### config.mk
export PLATFORM = sky130hd
export DESIGN_NAME = jvs_packet_deframer_top
export DESIGN_NICKNAME = d
export VERILOG_FILES = /design/src/jvs_pkg.sv /design/src/jvs_csr.sv /design/src/jvs_parser.sv /design/src/jvs_out_reg.sv /design/src/jvs_packet_deframer_top.sv
export SDC_FILE = /design/constraint.sdc
export NUM_CORES = 1
export LEC_CHECK = 0
export BUFFER_PORTS_ARGS = -buffer_cell sky130_fd_sc_hd__buf_2
export CAP_MARGIN = 20
export CELL_PAD_IN_SITES_DETAIL_PLACEMENT = 2
export CELL_PAD_IN_SITES_GLOBAL_PLACEMENT = 2
export CORE_MARGIN = 2
export CORE_UTILIZATION = 38
export CTS_CLUSTER_DIAMETER = 80
export DETAILED_ROUTE_END_ITERATION = 16
export GPL_TIMING_DRIVEN = 0
export HOLD_SLACK_MARGIN = 0.08
export PLACE_DENSITY = 0.91
export SLEW_MARGIN = 30
export SYNTH_ARGS = -nofsm -noshare
export SYNTH_HDL_FRONTEND = slang
export SYNTH_HIERARCHICAL = 1
export SYNTH_SLANG_ARGS = --single-unit
### constraint.sdc
create_clock -name clock -period 3.8 [get_ports clock]
set_clock_uncertainty 0.15 [all_clocks]
set_input_delay 0.38 -clock clock [delete_from_list [all_inputs] [get_ports clock]]
set_output_delay 0.38 -clock clock [all_outputs]
set_load 0.03 [all_outputs]
### src/jvs_pkg.sv
// shared types and constants for the jvs packet deframer
`default_nettype none

package jvs_pkg;

   localparam int BYTE_WIDTH      = 8;
   localparam int CSR_INDEX_WIDTH = 3;

   localparam logic [CSR_INDEX_WIDTH-1:0] CSR_RX_ENABLE         = 3'd0;
   localparam logic [CSR_INDEX_WIDTH-1:0] CSR_NODE_ADDRESS      = 3'd1;
   localparam logic [CSR_INDEX_WIDTH-1:0] CSR_BROADCAST_ADDRESS = 3'd2;
   localparam logic [CSR_INDEX_WIDTH-1:0] CSR_SYNC_CODE         = 3'd3;
   localparam logic [CSR_INDEX_WIDTH-1:0] CSR_ESCAPE_CODE       = 3'd4;

   localparam logic [BYTE_WIDTH-1:0] RST_NODE_ADDRESS      = 8'd0;
   localparam logic [BYTE_WIDTH-1:0] RST_BROADCAST_ADDRESS = 8'd255;
   localparam logic [BYTE_WIDTH-1:0] RST_SYNC_CODE         = 8'd224;
   localparam logic [BYTE_WIDTH-1:0] RST_ESCAPE_CODE       = 8'd208;

   typedef enum logic [2:0] {
      PH_WAIT  = 3'd0,
      PH_NODE  = 3'd1,
      PH_COUNT = 3'd2,
      PH_DATA  = 3'd3,
      PH_SUM   = 3'd4
   } phase_type;

   typedef enum logic [1:0] {
      KIND_DATA  = 2'd0,
      KIND_GOOD  = 2'd1,
      KIND_BAD   = 2'd2,
      KIND_ABORT = 2'd3
   } kind_type;

   typedef struct packed {
      logic                  rx_enable;
      logic [BYTE_WIDTH-1:0] node_address;
      logic [BYTE_WIDTH-1:0] broadcast_address;
      logic [BYTE_WIDTH-1:0] sync_code;
      logic [BYTE_WIDTH-1:0] escape_code;
   } cfg_type;

   typedef struct packed {
      kind_type              kind;
      logic [BYTE_WIDTH-1:0] byte_value;
      logic [BYTE_WIDTH-1:0] packet_node;
      logic [BYTE_WIDTH-1:0] byte_index;
      logic                  last;
   } rsp_type;

endpackage

`default_nettype wire

### src/jvs_csr.sv
// configuration registers of the deframer
`default_nettype none

module jvs_csr (
   input  wire logic                                clock,
   input  wire logic                                reset,
   input  wire logic                                csr_write_enable,
   input  wire logic [jvs_pkg::CSR_INDEX_WIDTH-1:0] csr_index,
   input  wire logic [jvs_pkg::BYTE_WIDTH-1:0]      csr_write_data,
   output jvs_pkg::cfg_type                         cfg
);

   jvs_pkg::cfg_type cfg_ff;
   jvs_pkg::cfg_type cfg_in;

   always_comb begin
      cfg_in = cfg_ff;
      if (csr_write_enable) begin
         unique case (csr_index)
            jvs_pkg::CSR_RX_ENABLE:         cfg_in.rx_enable         = csr_write_data[0];
            jvs_pkg::CSR_NODE_ADDRESS:      cfg_in.node_address      = csr_write_data;
            jvs_pkg::CSR_BROADCAST_ADDRESS: cfg_in.broadcast_address = csr_write_data;
            jvs_pkg::CSR_SYNC_CODE:         cfg_in.sync_code         = csr_write_data;
            jvs_pkg::CSR_ESCAPE_CODE:       cfg_in.escape_code       = csr_write_data;
            default: ;
         endcase
      end
   end

   always_ff @(posedge clock) begin
      if (reset) begin
         cfg_ff.rx_enable         <= 1'b0;
         cfg_ff.node_address      <= jvs_pkg::RST_NODE_ADDRESS;
         cfg_ff.broadcast_address <= jvs_pkg::RST_BROADCAST_ADDRESS;
         cfg_ff.sync_code         <= jvs_pkg::RST_SYNC_CODE;
         cfg_ff.escape_code       <= jvs_pkg::RST_ESCAPE_CODE;
      end else begin
         cfg_ff <= cfg_in;
      end
   end

   assign cfg = cfg_ff;

endmodule

`default_nettype wire

### src/jvs_parser.sv
// input word register and packet state machine of the deframer
`default_nettype none

module jvs_parser (
   input  wire logic                           clock,
   input  wire logic                           reset,
   input  jvs_pkg::cfg_type                    cfg,
   input  wire logic                           req_valid,
   output logic                                req_ready,
   input  wire logic [jvs_pkg::BYTE_WIDTH-1:0] req_rx_byte,
   input  wire logic                           out_free,
   output logic                                res_valid,
   output jvs_pkg::rsp_type                    res
);

   logic                           in_valid_ff;
   logic                           in_valid_in;
   logic [jvs_pkg::BYTE_WIDTH-1:0] in_byte_ff;

   jvs_pkg::phase_type             phase_ff;
   jvs_pkg::phase_type             phase_in;
   logic                           escape_ff;
   logic                           escape_in;
   logic [jvs_pkg::BYTE_WIDTH-1:0] node_ff;
   logic [jvs_pkg::BYTE_WIDTH-1:0] node_in;
   logic [jvs_pkg::BYTE_WIDTH-1:0] remaining_ff;
   logic [jvs_pkg::BYTE_WIDTH-1:0] remaining_in;
   logic [jvs_pkg::BYTE_WIDTH-1:0] position_ff;
   logic [jvs_pkg::BYTE_WIDTH-1:0] position_in;
   logic [jvs_pkg::BYTE_WIDTH-1:0] sum_ff;
   logic [jvs_pkg::BYTE_WIDTH-1:0] sum_in;

   logic                           advance;
   logic                           work;
   logic                           is_sync;
   logic                           is_escape;
   logic                           in_packet;
   logic                           node_match;
   logic [jvs_pkg::BYTE_WIDTH-1:0] value;

   assign advance   = in_valid_ff && out_free;
   assign req_ready = !in_valid_ff || out_free;
   assign in_valid_in = req_valid ? 1'b1 : (advance ? 1'b0 : in_valid_ff);

   assign work       = advance && cfg.rx_enable;
   assign is_sync    = in_byte_ff == cfg.sync_code;
   assign is_escape  = in_byte_ff == cfg.escape_code;
   assign value      = escape_ff ? in_byte_ff + 8'd1 : in_byte_ff;
   assign node_match = (value == cfg.node_address) || (value == cfg.broadcast_address);
   assign in_packet  = (phase_ff == jvs_pkg::PH_COUNT) || (phase_ff == jvs_pkg::PH_DATA)
                    || (phase_ff == jvs_pkg::PH_SUM);

   // next phase
   always_comb begin
      phase_in = phase_ff;
      if (work) begin
         if (is_sync) begin
            phase_in = jvs_pkg::PH_NODE;
         end else if (phase_ff != jvs_pkg::PH_WAIT && !is_escape) begin
            unique case (phase_ff)
               jvs_pkg::PH_NODE: begin
                  phase_in = node_match ? jvs_pkg::PH_COUNT : jvs_pkg::PH_WAIT;
               end
               jvs_pkg::PH_COUNT: begin
                  if (value == 8'd0) begin
                     phase_in = jvs_pkg::PH_WAIT;
                  end else if (value == 8'd1) begin
                     phase_in = jvs_pkg::PH_SUM;
                  end else begin
                     phase_in = jvs_pkg::PH_DATA;
                  end
               end
               jvs_pkg::PH_DATA: begin
                  if (remaining_ff == 8'd1) begin
                     phase_in = jvs_pkg::PH_SUM;
                  end
               end
               default: phase_in = jvs_pkg::PH_WAIT;
            endcase
         end
      end
   end

   // packet registers and result
   always_comb begin
      escape_in        = escape_ff;
      node_in          = node_ff;
      remaining_in     = remaining_ff;
      position_in      = position_ff;
      sum_in           = sum_ff;
      res_valid        = 1'b0;
      res.kind         = jvs_pkg::KIND_DATA;
      res.byte_value   = value;
      res.packet_node  = node_ff;
      res.byte_index   = position_ff;
      res.last         = 1'b0;
      if (work) begin
         if (is_sync) begin
            escape_in = 1'b0;
            if (in_packet) begin
               res_valid      = 1'b1;
               res.kind       = jvs_pkg::KIND_ABORT;
               res.byte_value = '0;
               res.last       = 1'b1;
            end
         end else if (phase_ff != jvs_pkg::PH_WAIT) begin
            if (is_escape) begin
               escape_in = 1'b1;
            end else begin
               escape_in = 1'b0;
               unique case (phase_ff)
                  jvs_pkg::PH_NODE: begin
                     if (node_match) begin
                        node_in = value;
                        sum_in  = value;
                     end
                  end
                  jvs_pkg::PH_COUNT: begin
                     if (value != 8'd0) begin
                        sum_in       = sum_ff + value;
                        position_in  = '0;
                        remaining_in = value - 8'd1;
                     end
                  end
                  jvs_pkg::PH_DATA: begin
                     res_valid    = 1'b1;
                     sum_in       = sum_ff + value;
                     position_in  = position_ff + 8'd1;
                     remaining_in = remaining_ff - 8'd1;
                  end
                  jvs_pkg::PH_SUM: begin
                     res_valid = 1'b1;
                     res.kind  = (value == sum_ff) ? jvs_pkg::KIND_GOOD : jvs_pkg::KIND_BAD;
                     res.last  = 1'b1;
                  end
                  default: ;
               endcase
            end
         end
      end
   end

   always_ff @(posedge clock) begin
      if (reset) begin
         in_valid_ff  <= 1'b0;
         phase_ff     <= jvs_pkg::PH_WAIT;
         escape_ff    <= 1'b0;
         node_ff      <= '0;
         remaining_ff <= '0;
         position_ff  <= '0;
         sum_ff       <= '0;
      end else begin
         in_valid_ff  <= in_valid_in;
         phase_ff     <= phase_in;
         escape_ff    <= escape_in;
         node_ff      <= node_in;
         remaining_ff <= remaining_in;
         position_ff  <= position_in;
         sum_ff       <= sum_in;
      end
   end

   always_ff @(posedge clock) begin
      if (req_valid && req_ready) begin
         in_byte_ff <= req_rx_byte;
      end
   end

endmodule

`default_nettype wire

### src/jvs_out_reg.sv
// result word register of the deframer
`default_nettype none

module jvs_out_reg (
   input  wire logic        clock,
   input  wire logic        reset,
   input  wire logic        res_valid,
   input  jvs_pkg::rsp_type res,
   output logic            out_free,
   output logic            rsp_valid,
   input  wire logic        rsp_ready,
   output jvs_pkg::rsp_type rsp
);

   logic             valid_ff;
   logic             valid_in;
   jvs_pkg::rsp_type data_ff;
   logic             load;

   assign out_free = !valid_ff || rsp_ready;
   assign load     = res_valid && out_free;
   assign valid_in = load ? 1'b1 : (rsp_ready ? 1'b0 : valid_ff);

   always_ff @(posedge clock) begin
      if (reset) begin
         valid_ff <= 1'b0;
      end else begin
         valid_ff <= valid_in;
      end
   end

   always_ff @(posedge clock) begin
      if (load) begin
         data_ff <= res;
      end
   end

   assign rsp_valid = valid_ff;
   assign rsp       = data_ff;

endmodule

`default_nettype wire

### src/jvs_packet_deframer_top.sv
// top level of the jvs packet deframer
//
//   channel | direction | handshake             | words
//   req     | in        | req_valid/req_ready   | req_rx_byte
//   rsp     | out       | rsp_valid/rsp_ready   | rsp_kind, rsp_byte_value, rsp_packet_node,
//           |           |                       | rsp_byte_index, rsp_last
//   csr     | in        | csr_write_enable      | csr_index, csr_write_data
//
// one word per cycle while rsp is not stalled; a word is registered, parsed, and any result registered
// a stalled rsp holds one result and one pending input word, then req_ready drops
// synchronous reset clears the packet state and the registers to their defaults
`default_nettype none

module jvs_packet_deframer_top (
   input  wire logic                                clock,
   input  wire logic                                reset,
   input  wire logic                                req_valid,
   output logic                                     req_ready,
   input  wire logic [jvs_pkg::BYTE_WIDTH-1:0]      req_rx_byte,
   output logic                                     rsp_valid,
   input  wire logic                                rsp_ready,
   output logic [1:0]                               rsp_kind,
   output logic [jvs_pkg::BYTE_WIDTH-1:0]           rsp_byte_value,
   output logic [jvs_pkg::BYTE_WIDTH-1:0]           rsp_packet_node,
   output logic [jvs_pkg::BYTE_WIDTH-1:0]           rsp_byte_index,
   output logic                                     rsp_last,
   input  wire logic                                csr_write_enable,
   input  wire logic [jvs_pkg::CSR_INDEX_WIDTH-1:0] csr_index,
   input  wire logic [jvs_pkg::BYTE_WIDTH-1:0]      csr_write_data
);

   jvs_pkg::cfg_type cfg;
   jvs_pkg::rsp_type res;
   jvs_pkg::rsp_type rsp;
   logic             res_valid;
   logic             out_free;

   jvs_csr u_csr (
      .clock            (clock),
      .reset            (reset),
      .csr_write_enable (csr_write_enable),
      .csr_index        (csr_index),
      .csr_write_data   (csr_write_data),
      .cfg              (cfg)
   );

   jvs_parser u_parser (
      .clock       (clock),
      .reset       (reset),
      .cfg         (cfg),
      .req_valid   (req_valid),
      .req_ready   (req_ready),
      .req_rx_byte (req_rx_byte),
      .out_free    (out_free),
      .res_valid   (res_valid),
      .res         (res)
   );

   jvs_out_reg u_out_reg (
      .clock     (clock),
      .reset     (reset),
      .res_valid (res_valid),
      .res       (res),
      .out_free  (out_free),
      .rsp_valid (rsp_valid),
      .rsp_ready (rsp_ready),
      .rsp       (rsp)
   );

   assign rsp_kind        = rsp.kind;
   assign rsp_byte_value  = rsp.byte_value;
   assign rsp_packet_node = rsp.packet_node;
   assign rsp_byte_index  = rsp.byte_index;
   assign rsp_last        = rsp.last;

endmodule

`default_nettype wire

======== Word level (Yosys, flattened, before mapping) ========
Index checks and enable logic that the tools add are counted.
word-level totals
  output and inout port bits .............. 29
  input bits .............................. 24
  word-level logic and storage cells ...... 118
  register bits ........................... 106
operators by class
  bitwise logic cells ..................... 2
  eq/ne operators ......................... 18
  add/subtract/negate cells ............... 5
  reduce and logical (&&, ||, !) cells .... 34
  multiplexer cells ....................... 40
operators by type and width
  kind                                                                   count
  8-bit 2-to-1 mux                                                       7
  8-bit equality test                                                    5
  8-bit case mux with 2 select lines                                     2
  8-bit case mux with 3 select lines                                     1
  1-bit 2-to-1 mux                                                       17
  8-bit by 1-bit adder with 8-bit output, second input constant          2
  8-bit by 1-bit equality test with 1-bit output, second input constant  2
  8-bit by 1-bit subtractor with 8-bit output, second input constant     2
  3-bit 2-to-1 mux                                                       5
  3-bit by 2-bit equality test with 1-bit output, second input constant  4
  2-bit 2-to-1 mux                                                       6
  2-bit AND reduction                                                    6
  6-bit AND reduction                                                    2
  10-bit 2-to-1 mux                                                      1
  2-bit nonzero test                                                     5
  3-bit case mux with 3 select lines                                     1
  8-bit adder                                                            1
  8-bit logical NOT                                                      1
  8-bit nonzero test                                                     1
  7-bit AND reduction                                                    1
  3-bit by 1-bit equality test with 1-bit output, second input constant  2
  3-bit equality test, second input constant                             2
  3-bit nonzero test                                                     2
  1-bit logical AND                                                      5
  other kinds (9)                                                        16

======== Logic depth before layout (Yosys ltp) ========
Gate-level depths: netlist of run 1.
  word-level depth ........................ 9
  depth in mapped cells ................... 14
  mapped depth without buffers ............ 13

======== Cells and area by module ========
The synthesis of run 1 kept the hierarchy.
by module, submodules not included
  module       times used  area each (sq um)  cells an instance
  jvs_parser   1           3478.3             427
  jvs_csr      1           1375.1             131
  jvs_out_reg  1           865.8              32

======== Worst setup path before layout of run 1 ========
OpenSTA, ideal clock, no wires.
  kind .................................... flip-flop to flip-flop
  start ................................... register u_parser/in_byte_ff[0] (netlist name)
  end ..................................... register u_parser/sum_ff[7] (netlist name)
  required time ........................... 3580 ps
  data arrival time ....................... 2812 ps
  buffers on the path ..................... 1
  setup slack ............................. 768 ps
  stages on the path, launching flop included .. 15
  setup time .............................. 70 ps
  cells stage by stage .................... edfxtp_1 -> ha_1 -> and2_1 -> clkbuf_1 -> xnor2_1 -> inv_1 -> ha_1 -> inv_1 -> o21ai_0 -> nand2_1 -> a211o_1 -> mux2_2 -> o22ai_1 -> nand2b_1 -> a21oi_1
on the way
  cells in the longest elaborated chain, start to end .. 6
  elaborated cells between the ends (all ways) .. 17
  classes of those cells .................. add/sub: 2; eq/ne: 6; mux: 4; bitwise: 2; reduce/logical: 3
RTL lines
  item                                                                 RTL line           text
  start: declaration                                                   jvs_parser.sv:18   logic [jvs_pkg::BYTE_WIDTH-1:0] in_byte_ff;
  start signal: assignment                                             jvs_parser.sv:165  in_byte_ff <= req_rx_byte;
  8-bit by 1-bit adder with 8-bit output *                             jvs_parser.sv:48   assign value = escape_ff ? in_byte_ff + 8'd1 : in_byte_ff;
  8-bit 2-to-1 mux *                                                   jvs_parser.sv:48
  net u_parser.value, one bit                                          jvs_parser.sv:39   logic [jvs_pkg::BYTE_WIDTH-1:0] value;
  parallel branches: the longest is 4 deep, another holds 8-bit adder  -
  end signal: assignment                                               jvs_parser.sv:159  sum_ff <= sum_in;
  end: declaration                                                     jvs_parser.sv:30   logic [jvs_pkg::BYTE_WIDTH-1:0] sum_ff;
Mark *: on every way through the listed nets, which the timed path passes. The select of a mux whose other input is x is not followed.
A chain may end at the register's enable or synchronous reset.

======== Worst setup path in the final report of run 1 ========
  start ................................... register u_parser/in_byte_ff[5] (netlist name)
  end ..................................... register u_out_reg.data_ff, in the netlist u_out_reg/rsp[18] (enable)
on the way
  cells in the longest elaborated chain, start to end .. 6
  elaborated cells between the ends (all ways) .. 7
  classes of those cells .................. eq/ne: 2; mux: 4; reduce/logical: 1
RTL lines
  item                    RTL line                       text
  8-bit equality test     jvs_parser.sv:47               assign is_escape = in_byte_ff == cfg.escape_code;
  1-bit 2-to-1 mux        jvs_parser.sv:107              if (is_escape) begin
  1-bit 2-to-1 mux        jvs_parser.sv:106              end else if (phase_ff != jvs_pkg::PH_WAIT) begin
  1-bit 2-to-1 mux *      jvs_parser.sv:98               if (is_sync) begin
  1-bit 2-to-1 mux *      jvs_parser.sv:97               if (work) begin
  net res_valid           jvs_packet_deframer_top.sv:35  logic res_valid;
  1-bit logical AND *     jvs_out_reg.sv:21              assign load = res_valid && out_free;
  net u_out_reg.load      jvs_out_reg.sv:18              logic load;
  end signal: assignment  jvs_out_reg.sv:34              data_ff <= res;
  end: declaration        jvs_out_reg.sv:17              jvs_pkg::rsp_type data_ff;
Mark *: on every way through the listed nets, which the timed path passes. The rest lies on a longest branch.

==> results.sh, run 1 <==
export IMPL_drtPass1Iterations=6
export IMPL_clock_sinks=106
export IMPL_grt_pass1_wl_um=29100
export IMPL_cp_start_kind="register"
export IMPL_timing_hold_ws_ps=123
export IMPL_ys_top_cells_by_count="72 x nor2_1, 71 x dfxtp_1, 44 x mux2i_1, 36 x nand2b_1"
export IMPL_clock_path_buffers=2
export IMPL_finalSetupTns_ps=0
export IMPL_synth_async_reset_ratio_pct=0
export IMPL_grt_pass1_vias=5267
export IMPL_crit_required_ps=3670
export IMPL_rsz0062_at_grt="true"
export IMPL_synth_area_um2=5720
export IMPL_dieWidth_um=127
export IMPL_final_max_slew_viol_count=0
export IMPL_worstPathMaxFanout=27
export IMPL_dp_hpwl_um=13700
export IMPL_cp_slowest_cell="nor4_1"
export IMPL_gp_congestion=0.894
export IMPL_p_per_area_nw_per_um2=364
export IMPL_yosysSeqAreaShare_pct=43.2
export IMPL_num_nets_final=700
export IMPL_min_period_over_period_pct=95.8
export IMPL_yosysUniqueCellTypes=70
export IMPL_syn2layout_area_growth_pct=16.1
export IMPL_synth_edff_count=35
export IMPL_max_stage_delay_ps=580
export IMPL_initial_core_util_pct=39.1
export IMPL_ant_nets=0
export IMPL_path_common_cell="nand2_1"
export IMPL_syn_num_nets=628
export IMPL_drt_initial_drc_count=199
export IMPL_cts_tree="built"
export IMPL_crit_type="register to register"
export IMPL_diodes=0
export IMPL_clk_pin_slew_ps=70
export IMPL_yosysWarnings=6
export IMPL_finalCriticalPeriod_ps=3640
export IMPL_cts_buffers=9
export IMPL_layout_drive_gt1_share_pct=16.6
export IMPL_cp_top_family="simple AND/OR/NAND/NOR gates"
export IMPL_synth_area_leaders="dfxtp_1 25%, edfxtp_1 18%, mux2i_1 7.7%"
export IMPL_dieArea_um2=16000
export IMPL_worstMarginPinSlew_ps=822
export IMPL_syn_inst=590
export IMPL_clock_latency_ps=360
export IMPL_final_util_pct=45.3
export IMPL_overflow=0
export IMPL_drc=0
export IMPL_cts_root_buf="clkbuf_16"
export IMPL_synth_ff_type="dfxtp_1"
export IMPL_crit_buf_inv=1
export IMPL_portBuffers=52
export IMPL_min_path_type="input pin to register"
export IMPL_htreeDepth=3
export IMPL_post_drt_wl_per_cell_um=21.5
export IMPL_wl_met3_um=527
export IMPL_yosysTopAreaCellShare_pct=24.9
export IMPL_num_rows=44
export IMPL_hold_viol_final=0
export IMPL_max_freq_ghz=0.275
export IMPL_leakage_nw=2.65
export IMPL_maxCapViolations=0
export IMPL_yosysMostFrequentCell="nor2_1"
export IMPL_end_kind="register"
export IMPL_yosysTopAreaCell="dfxtp_1"
export IMPL_ys_seq_elements=106
export IMPL_final_cells=851
export IMPL_peakVddDrop_uv=250
export IMPL_avgSynthCellArea_um2=9.69
export IMPL_core_area_um2=14600
export IMPL_drt_met1_wl_um=7220
export IMPL_vias_per_cell=5.56
export IMPL_track_usage_pct=23.5
export IMPL_crit_arrival_ps=3510
export IMPL_wl_um=18300
export IMPL_placed_cell_area_um2=6210
export IMPL_wl_met2_um=9960
export IMPL_setup_viol=0
export IMPL_chipHeight_um=127
export IMPL_top_layer_used="met4"
export IMPL_path_cells="buf_2 > xor2_1 > nor4_1 > nand2_1 > and3_1 > o22ai_1 > nand2_1 > o21ai_0 > and2_4"
export IMPL_dp_cells=826
export IMPL_relSlewSlack_pct=45.1
export IMPL_status="completed"
export IMPL_vias=4735
export IMPL_antenna_found_initial=0
export IMPL_grt_max_degree=28
export IMPL_fin_area_um2=6640
export IMPL_ios=53
-- cells in the final DEF, fill, tap and decap left out, types with 7 or more instances in the layout --
cell type      Yosys  layout
and3_1             7       7
a21oi_1           32      32
nand4_1           10      10
inv_1             20      20
ha_1              13      12
edfxtp_1          35      35
clkbuf_1          12      12
mux2i_1           44      43
nor2_1            72      72
nand2b_1          36      36
nand3_1            9       9
clkbuf_16          0       9
nand2_1           35      35
o21ai_0           24      23
dlygate4sd3_1      0       8
xor2_1            33      32
nor3_1            10      10
xnor2_1           15      13
buf_2              9      61
dfxtp_1           71      71
-- sequential cells by signal (all words and copies together), names as in the netlist --
register,cells
u_csr/cfg,33
u_parser/sum_ff,8
u_out_reg/rsp,27
u_parser/escape_ff,1
u_parser/phase_ff,3
u_parser/in_valid_ff,1
u_parser/node_ff,8
u_parser/position_ff,8
u_out_reg/rsp_valid,1
u_parser/remaining_ff,8
u_parser/in_byte_ff,8
-- report_power, final --
group	internal, W	total, W	switching, W
clock	0.000516	0.000961	0.000445
combinational	0.0000987	0.000258	0.000159
sequential	0.00118	0.00120	0.0000168
-- per-layer routing --
layer  track usage (%)  vias to the layer above
met5                 0                        -
met4              9.31                        0
met3              3.80                       35
met2              45.3                       86
met1              25.4                     2386
li1                  -                     2228
-- timing repair --
| action | 4_1_cts | 5_1_grt |
|---|---|---|
| setup endpoints to repair | 1 | 8 |
| pin swaps | 0 | 1 |
| hold buffers | 8 | 0 |
| buffers inserted | 0 | 1 |
| gates resized for setup | 1 | 5 |
| hold endpoints to repair | 8 | 0 |
-- final timing paths --
check                              startpoint                           endpoint  slack [ps]  cells past startpoint
max          u_parser/in_byte_ff[5]$_DFFE_PP_        u_out_reg/rsp[18]$_DFFE_PP_         160                      9
min                                 req_valid  u_parser/in_valid_ff$_SDFFE_PP0P_         120                      3
max reg2reg  u_parser/in_byte_ff[5]$_DFFE_PP_        u_out_reg/rsp[18]$_DFFE_PP_         160                      9
min reg2reg  u_parser/node_ff[2]$_SDFFE_PP0P_        u_out_reg/rsp[11]$_DFFE_PP_         290                      0
-- tightest hold or removal path: stages --
cell and delay (ps):
buf_2 100, inv_1 40, a21oi_1 50
-- cell families after synthesis --
logic type / synth area share, %
AO/OA/AOI/OAI: 12.5
XOR/XNOR: 8.51
adder cells (fa/ha/maj): 3.19
buffers and inverters: 4.07
flip-flops: 43.2
multiplexers: 7.90
AND/OR/NAND/NOR: 20.6
-- stage by stage --
step           power, W  setup slack [ps]
2_1_floorplan   0.00138               768
3_5_place_dp    0.00147             -50.0
3_3_place_gp    0.00145               232
6_report        0.00242               159
5_1_grt         0.00252             -21.7
4_1_cts         0.00245              4.23
-- area by class of cell --
class / count / area (um2)
plain buffers: 28 / 158
clock buffers: 9 / 225
clock inverters: 7 / 73.8
fillers: 1580 / 8000
inverters: 20 / 75.1
multi-input cells: 436 / 3060
flip-flops and latches: 106 / 2470
well taps: 184 / 230
repair buffers: 61 / 348
(Power assumes the default switching activity.)
==> inputs of run 2 (changes only) <==
--- a/config.mk
+++ b/config.mk
@@ -16,6 +16,7 @@
 export GPL_TIMING_DRIVEN = 0
 export HOLD_SLACK_MARGIN = 0.08
 export PLACE_DENSITY = 0.91
+export SETUP_SLACK_MARGIN = 0.2
 export SLEW_MARGIN = 30
 export SYNTH_ARGS = -nofsm -noshare
 export SYNTH_HDL_FRONTEND = slang
==> run 2 against run 1 <==
Effect of this change:
- worst setup slack gained 210 ps
- via count grew 0.95%
- first-iteration DRC count grew 21%
- non-clock buffer count is the same
- clock-buffer cell count is the same
==> results.sh, run 2 (synthesized netlist as in run 1, its figures left out) <==
export IMPL_status="completed"
export IMPL_multiInputGateArea_um2=3110
export IMPL_hold_depth=3
export IMPL_final_max_slew_viol_count=0
export IMPL_track_usage_pct=23.5
export IMPL_worstHoldStart="req_valid"
export IMPL_crit_required_ps=3950
export IMPL_gp_congestion=0.894
export IMPL_htreeDepth=3
export IMPL_setup_ws_ps=368
export IMPL_drc=0
export IMPL_r2r_start="u_parser/in_byte_ff[0]$_DFFE_PP_"
export IMPL_initial_core_util_pct=39.1
export IMPL_post_drt_wl_per_cell_um=22.2
export IMPL_min_period_over_period_pct=90.3
export IMPL_clk_pin_slew_ps=90
export IMPL_final_common_cell="nor2_1"
export IMPL_max_freq_ghz=0.291
export IMPL_crit_arrival_ps=3580
export IMPL_vias_per_cell=5.62
export IMPL_hold_end="u_parser/in_valid_ff$_SDFFE_PP0P_"
export IMPL_core_area_um2=14600
export IMPL_rrSetupSlack_ps=370
export IMPL_crit_type="register to register"
export IMPL_clock_sinks=106
export IMPL_diodes=0
export IMPL_worstMarginPinSlew_ps=775
export IMPL_path_common_cell="inv_1"
export IMPL_setup_viol=0
export IMPL_relSlewSlack_pct=48.2
export IMPL_worst_r2r_endpoint="u_parser/sum_ff[7]$_SDFFE_PP0P_"
export IMPL_fill_cells=1564
export IMPL_grt_pass1_vias=5278
export IMPL_reg2reg_depth=14
export IMPL_dieArea_um2=16000
export IMPL_syn2layout_area_growth_pct=17.1
export IMPL_antenna_found_initial=0
export IMPL_chipHeight_um=127
export IMPL_finalPower_w=0.00244
export IMPL_maxCapViolations=0
export IMPL_finalCriticalPeriod_ps=3430
export IMPL_num_rows=44
export IMPL_vias=4780
export IMPL_clock_latency_ps=370
export IMPL_cp_top_family="compound AO/OA/AOI/OAI gates"
export IMPL_cp_start_kind="register"
export IMPL_crit_buf_inv=3
export IMPL_grt_max_degree=28
export IMPL_largest_register_ffs=33
export IMPL_dp_hpwl_um=13700
export IMPL_end_kind="register"
export IMPL_cp_slowest_cell="edfxtp_1"
export IMPL_place_ws_ps=-50.0
export IMPL_dieWidth_um=127
export IMPL_cts_tree="built"
export IMPL_layout_drive_gt1_share_pct=17.5
export IMPL_rsz0062_at_grt="false"
export IMPL_wl_um=18900
export IMPL_num_nets_final=700
export IMPL_worstPathMaxFanout=6
export IMPL_drtPass1Iterations=6
export IMPL_peakVddDrop_uv=252
export IMPL_clock_path_buffers=2
export IMPL_max_stage_delay_ps=430
export IMPL_layout_common_cells="72 x nor2_1, 70 x dfxtp_1, 60 x buf_2"
export IMPL_ant_nets=0
export IMPL_ios=53
export IMPL_min_path_type="input pin to register"
export IMPL_seq_area_um2=2470
export IMPL_portBuffers=52
export IMPL_p_per_area_nw_per_um2=364
export IMPL_cts_root_buf="clkbuf_16"
export IMPL_hold_viol_final=0
export IMPL_overflow=0
export IMPL_path_cells="ha_2 > and2_1 > clkbuf_2 > xnor2_2 > inv_1 > ha_1 > inv_1 > o21ai_1 > nand2_1 > a211o_1 > mux2_2 > o22ai_1 > nand2b_1 > a21oi_1"
export IMPL_drt_initial_drc_count=240
export IMPL_leakage_nw=2.66
export IMPL_grt_pass1_wl_um=29200
export IMPL_cts_buffers=9
==> run 2: changes by cell type in the layout (fill, tap and decap cells not counted), sizes merged <==
cell	previous run	this run
clkbuf	21	22
buf	69	68
==> run 2: cell type report <==
type / count / share of cell area, %
buffer: 28 / 2.43
multi-input combinational: 436 / 46.4
timing repair buffer: 61 / 5.19
inverter: 20 / 1.12
clock buffer: 9 / 3.36
tap: 184 / 3.44
clock inverter: 7 / 1.10
sequential: 106 / 36.9
==> run 2: worst max path at each step <==
stage / start / slack [ps] / depth (start not counted) / to
after floorplan: u_parser/in_byte_ff[0]$_DFFE_PP_ / 770 / 14 / u_parser/sum_ff[7]$_SDFFE_PP0P_
after global placement: u_parser/in_byte_ff[5]$_DFFE_PP_ / 230 / 6 / u_out_reg/rsp[20]$_DFFE_PP_
after detailed placement: u_parser/in_byte_ff[0]$_DFFE_PP_ / -50 / 14 / u_parser/sum_ff[7]$_SDFFE_PP0P_
after global routing: u_parser/in_byte_ff[0]$_DFFE_PP_ / 210 / 9 / u_parser/node_ff[1]$_SDFFE_PP0P_
final: u_parser/in_byte_ff[0]$_DFFE_PP_ / 370 / 14 / u_parser/sum_ff[7]$_SDFFE_PP0P_
after CTS: u_parser/escape_ff$_SDFFE_PP0P_ / 220 / 12 / u_parser/sum_ff[6]$_SDFFE_PP0P_
==> run 2: layer usage <==
metal  vias to the layer above  global-route usage [%]  routed length (um)
met5                         -                       0                   0
met2                        95                    45.2               10400
met4                         0                    9.50                 487
met3                        30                    3.71                 547
met1                      2428                    25.7                7400
li1                       2227                       -                   -
==> run 2: timing repair <==
action	in CTS	in global routing
gates resized for setup	5	14
endpoints found under the hold margin	8	0
pin swaps	1	1
hold buffers	8	0
endpoints found under the setup margin	32	24
setup buffers	1	0
==> run 2: where the power goes <==
group / internal (W) / total [W] / switching, W
clock: 0.000517 / 0.000976 / 0.000459
sequential: 0.00118 / 0.00120 / 0.0000181
combinational: 0.000101 / 0.000267 / 0.000166
total: 0.00180 / 0.00244 / 0.000643
==> run 2: through the flow <==
step	hold WS [ps]	instance area, um2	utilization [%]	setup TNS, ps	std cells
final	121	6700	45.7	0	851
after global routing	128	6700	45.7	0	851
after global placement	266	6210	42.4	0	826
after detailed placement	274	6210	42.4	-50.0	826
after CTS	110	6630	45.2	0	851
after floorplan	258	5720	-	0	590
==> run 2: worst register-to-register path: stages, from the launching register on <==
cell	delay, ps
edfxtp_1	430
ha_2	260
and2_1	170
clkbuf_2	180
xnor2_2	240
inv_1	150
ha_1	390
inv_1	90
o21ai_1	240
nand2_1	110
a211o_1	330
mux2_2	300
o22ai_1	130
nand2b_1	80
a21oi_1	120
==> inputs of run 3 (changes only) <==
--- a/config.mk
+++ b/config.mk
@@ -17,7 +17,7 @@
 export HOLD_SLACK_MARGIN = 0.08
 export PLACE_DENSITY = 0.91
 export SETUP_SLACK_MARGIN = 0.2
-export SLEW_MARGIN = 30
+export SLEW_MARGIN = 10
 export SYNTH_ARGS = -nofsm -noshare
 export SYNTH_HDL_FRONTEND = slang
 export SYNTH_HIERARCHICAL = 1
==> constraint.sdc (replaced) <==
create_clock -name clock -period 3.8 [get_ports clock]
set_clock_uncertainty 0.15 [all_clocks]
set_input_delay 0.57 -clock clock [delete_from_list [all_inputs] [get_ports clock]]
set_output_delay 0.57 -clock clock [all_outputs]
set_load 0.03 [all_outputs]
==> run 3 against run 2 <==
Effect of this change:
- critical path depth shrank 1
- hold slack better by 110 ps
- sequential cell count is the same
- global-route usage about the same
- first-iteration DRC count shrank 19%
- critical path type unchanged
- largest cell class unchanged
==> results.sh, run 3 (synthesized netlist as in run 1, its figures left out) <==
export IMPL_status="completed"
export IMPL_crit_arrival_ps=3580
export IMPL_grt_pass1_wl_um=29100
export IMPL_end_kind="register"
export IMPL_grt_pass1_vias=5259
export IMPL_overflow=0
export IMPL_crit_type="register to register"
export IMPL_peakVddDrop_uv=248
export IMPL_maxCapViolations=0
export IMPL_rsz0062_at_grt="false"
export IMPL_ios=53
export IMPL_r2r_start="u_parser/in_byte_ff[0]$_DFFE_PP_"
export IMPL_hold_viol_final=0
export IMPL_worstHoldStart="req_rx_byte[5]"
export IMPL_chipHeight_um=127
export IMPL_wl_um=18300
export IMPL_setup_viol=0
export IMPL_num_nets_final=692
export IMPL_antenna_found_initial=0
export IMPL_vias=4720
export IMPL_drt_initial_drc_count=195
export IMPL_dp_hpwl_um=13700
export IMPL_finalCriticalPeriod_ps=3440
export IMPL_drtPass1Iterations=6
export IMPL_gp_congestion=0.894
export IMPL_dieArea_um2=16000
export IMPL_htreeDepth=3
export IMPL_clock_path_buffers=2
export IMPL_layout_drive_gt1_share_pct=17.6
export IMPL_core_area_um2=14600
export IMPL_leakage_nw=2.63
export IMPL_cts_root_buf="clkbuf_16"
export IMPL_portBuffers=52
export IMPL_largest_register_ffs=33
export IMPL_grt_max_degree=28
export IMPL_cts_buffers=9
export IMPL_min_period_over_period_pct=90.6
export IMPL_ant_nets=0
export IMPL_clk_pin_slew_ps=70
export IMPL_final_util_pct=45.3
export IMPL_vias_per_cell=5.60
export IMPL_post_drt_wl_per_cell_um=21.7
export IMPL_clock_sinks=106
export IMPL_worstMarginPinSlew_ps=779
export IMPL_initial_core_util_pct=39.1
export IMPL_cts_tree="built"
export IMPL_place_ws_ps=-50.0
export IMPL_p_per_area_nw_per_um2=365
export IMPL_relSlewSlack_pct=48.0
export IMPL_clock_latency_ps=360
export IMPL_worstPathMaxFanout=7
export IMPL_diodes=0
export IMPL_final_max_slew_viol_count=0
export IMPL_final_common_cell="nor2_1"
export IMPL_setup_ws_ps=359
export IMPL_startpoint="u_parser/in_byte_ff[0]$_DFFE_PP_"
export IMPL_cp_start_kind="register"
export IMPL_track_usage_pct=23.5
export IMPL_drc=0
export IMPL_finalPower_w=0.00242
export IMPL_dieWidth_um=127
export IMPL_layout_common_cells="72 x nor2_1, 71 x dfxtp_1, 60 x buf_2"
export IMPL_crit_required_ps=3940
export IMPL_syn2layout_area_growth_pct=15.9
export IMPL_min_path_type="input pin to register"
export IMPL_hold_buffers=0
export IMPL_num_rows=44
export IMPL_max_freq_ghz=0.291
==> run 3: critical path, stage by stage (launching register included) <==
cell and delay, ps:
edfxtp_1 400, ha_1 320, nand4_2 270, xor2_2 400, inv_1 150, ha_1 360, inv_1 80, nor2_1 190
nand2_1 100, a211o_1 320, mux2_2 300, o22ai_1 130, nand2b_1 80, a21oi_1 120
==> run 3: final timing paths <==
check	to	slack, ps	cells past startpoint
worst max-delay path	u_parser/sum_ff[7]$_SDFFE_PP0P_	360	13
worst min-delay path	u_parser/in_byte_ff[5]$_DFFE_PP_	230	1
worst max register to register	u_parser/sum_ff[7]$_SDFFE_PP0P_	360	13
worst min register to register	u_out_reg/rsp[11]$_DFFE_PP_	290	0
==> run 3: layer usage <==
layer | track usage, % | vias to the layer above | routed length (um)
met2 | 45.8 | 92 | 10100
met1 | 25.4 | 2386 | 7200
met3 | 3.71 | 28 | 465
met4 | 8.73 | 0 | 493
met5 | 0 | - | 0
li1 | - | 2214 | -
==> run 3: metrics by stage <==
stage	std cells	cell area [um2]	hold WS (ps)	TNS (ps)
detailed placement	826	6210	274	-50.0
CTS	843	6550	218	0
global placement	826	6210	266	0
global route	843	6630	220	0
floorplan	590	5720	258	0
finish	843	6630	232	0
==> run 3: final cells by class <==
type / instances / area [um2]
Fill cell: 1578 / 8020
Multi-Input combinational cell: 436 / 3120
Sequential cell: 106 / 2470
Timing Repair Buffer: 53 / 268
Tap cell: 184 / 230
Clock buffer: 9 / 225
Buffer: 28 / 163
Inverter: 20 / 75.1
Clock inverter: 7 / 73.8
==> run 3: timing repair <==
| action | CTS | global route |
|---|---|---|
| setup buffers | 1 | 0 |
| pin swaps | 1 | 1 |
| setup endpoints to repair | 32 | 17 |
| gates resized for setup | 5 | 13 |
==> run 3: power by group <==
group / total [W] / switching (W) / internal, W
Sequential: 0.00120 / 0.0000177 / 0.00118
Clock: 0.000962 / 0.000446 / 0.000516
Combinational: 0.000258 / 0.000163 / 0.0000958
Total: 0.00242 / 0.000626 / 0.00179
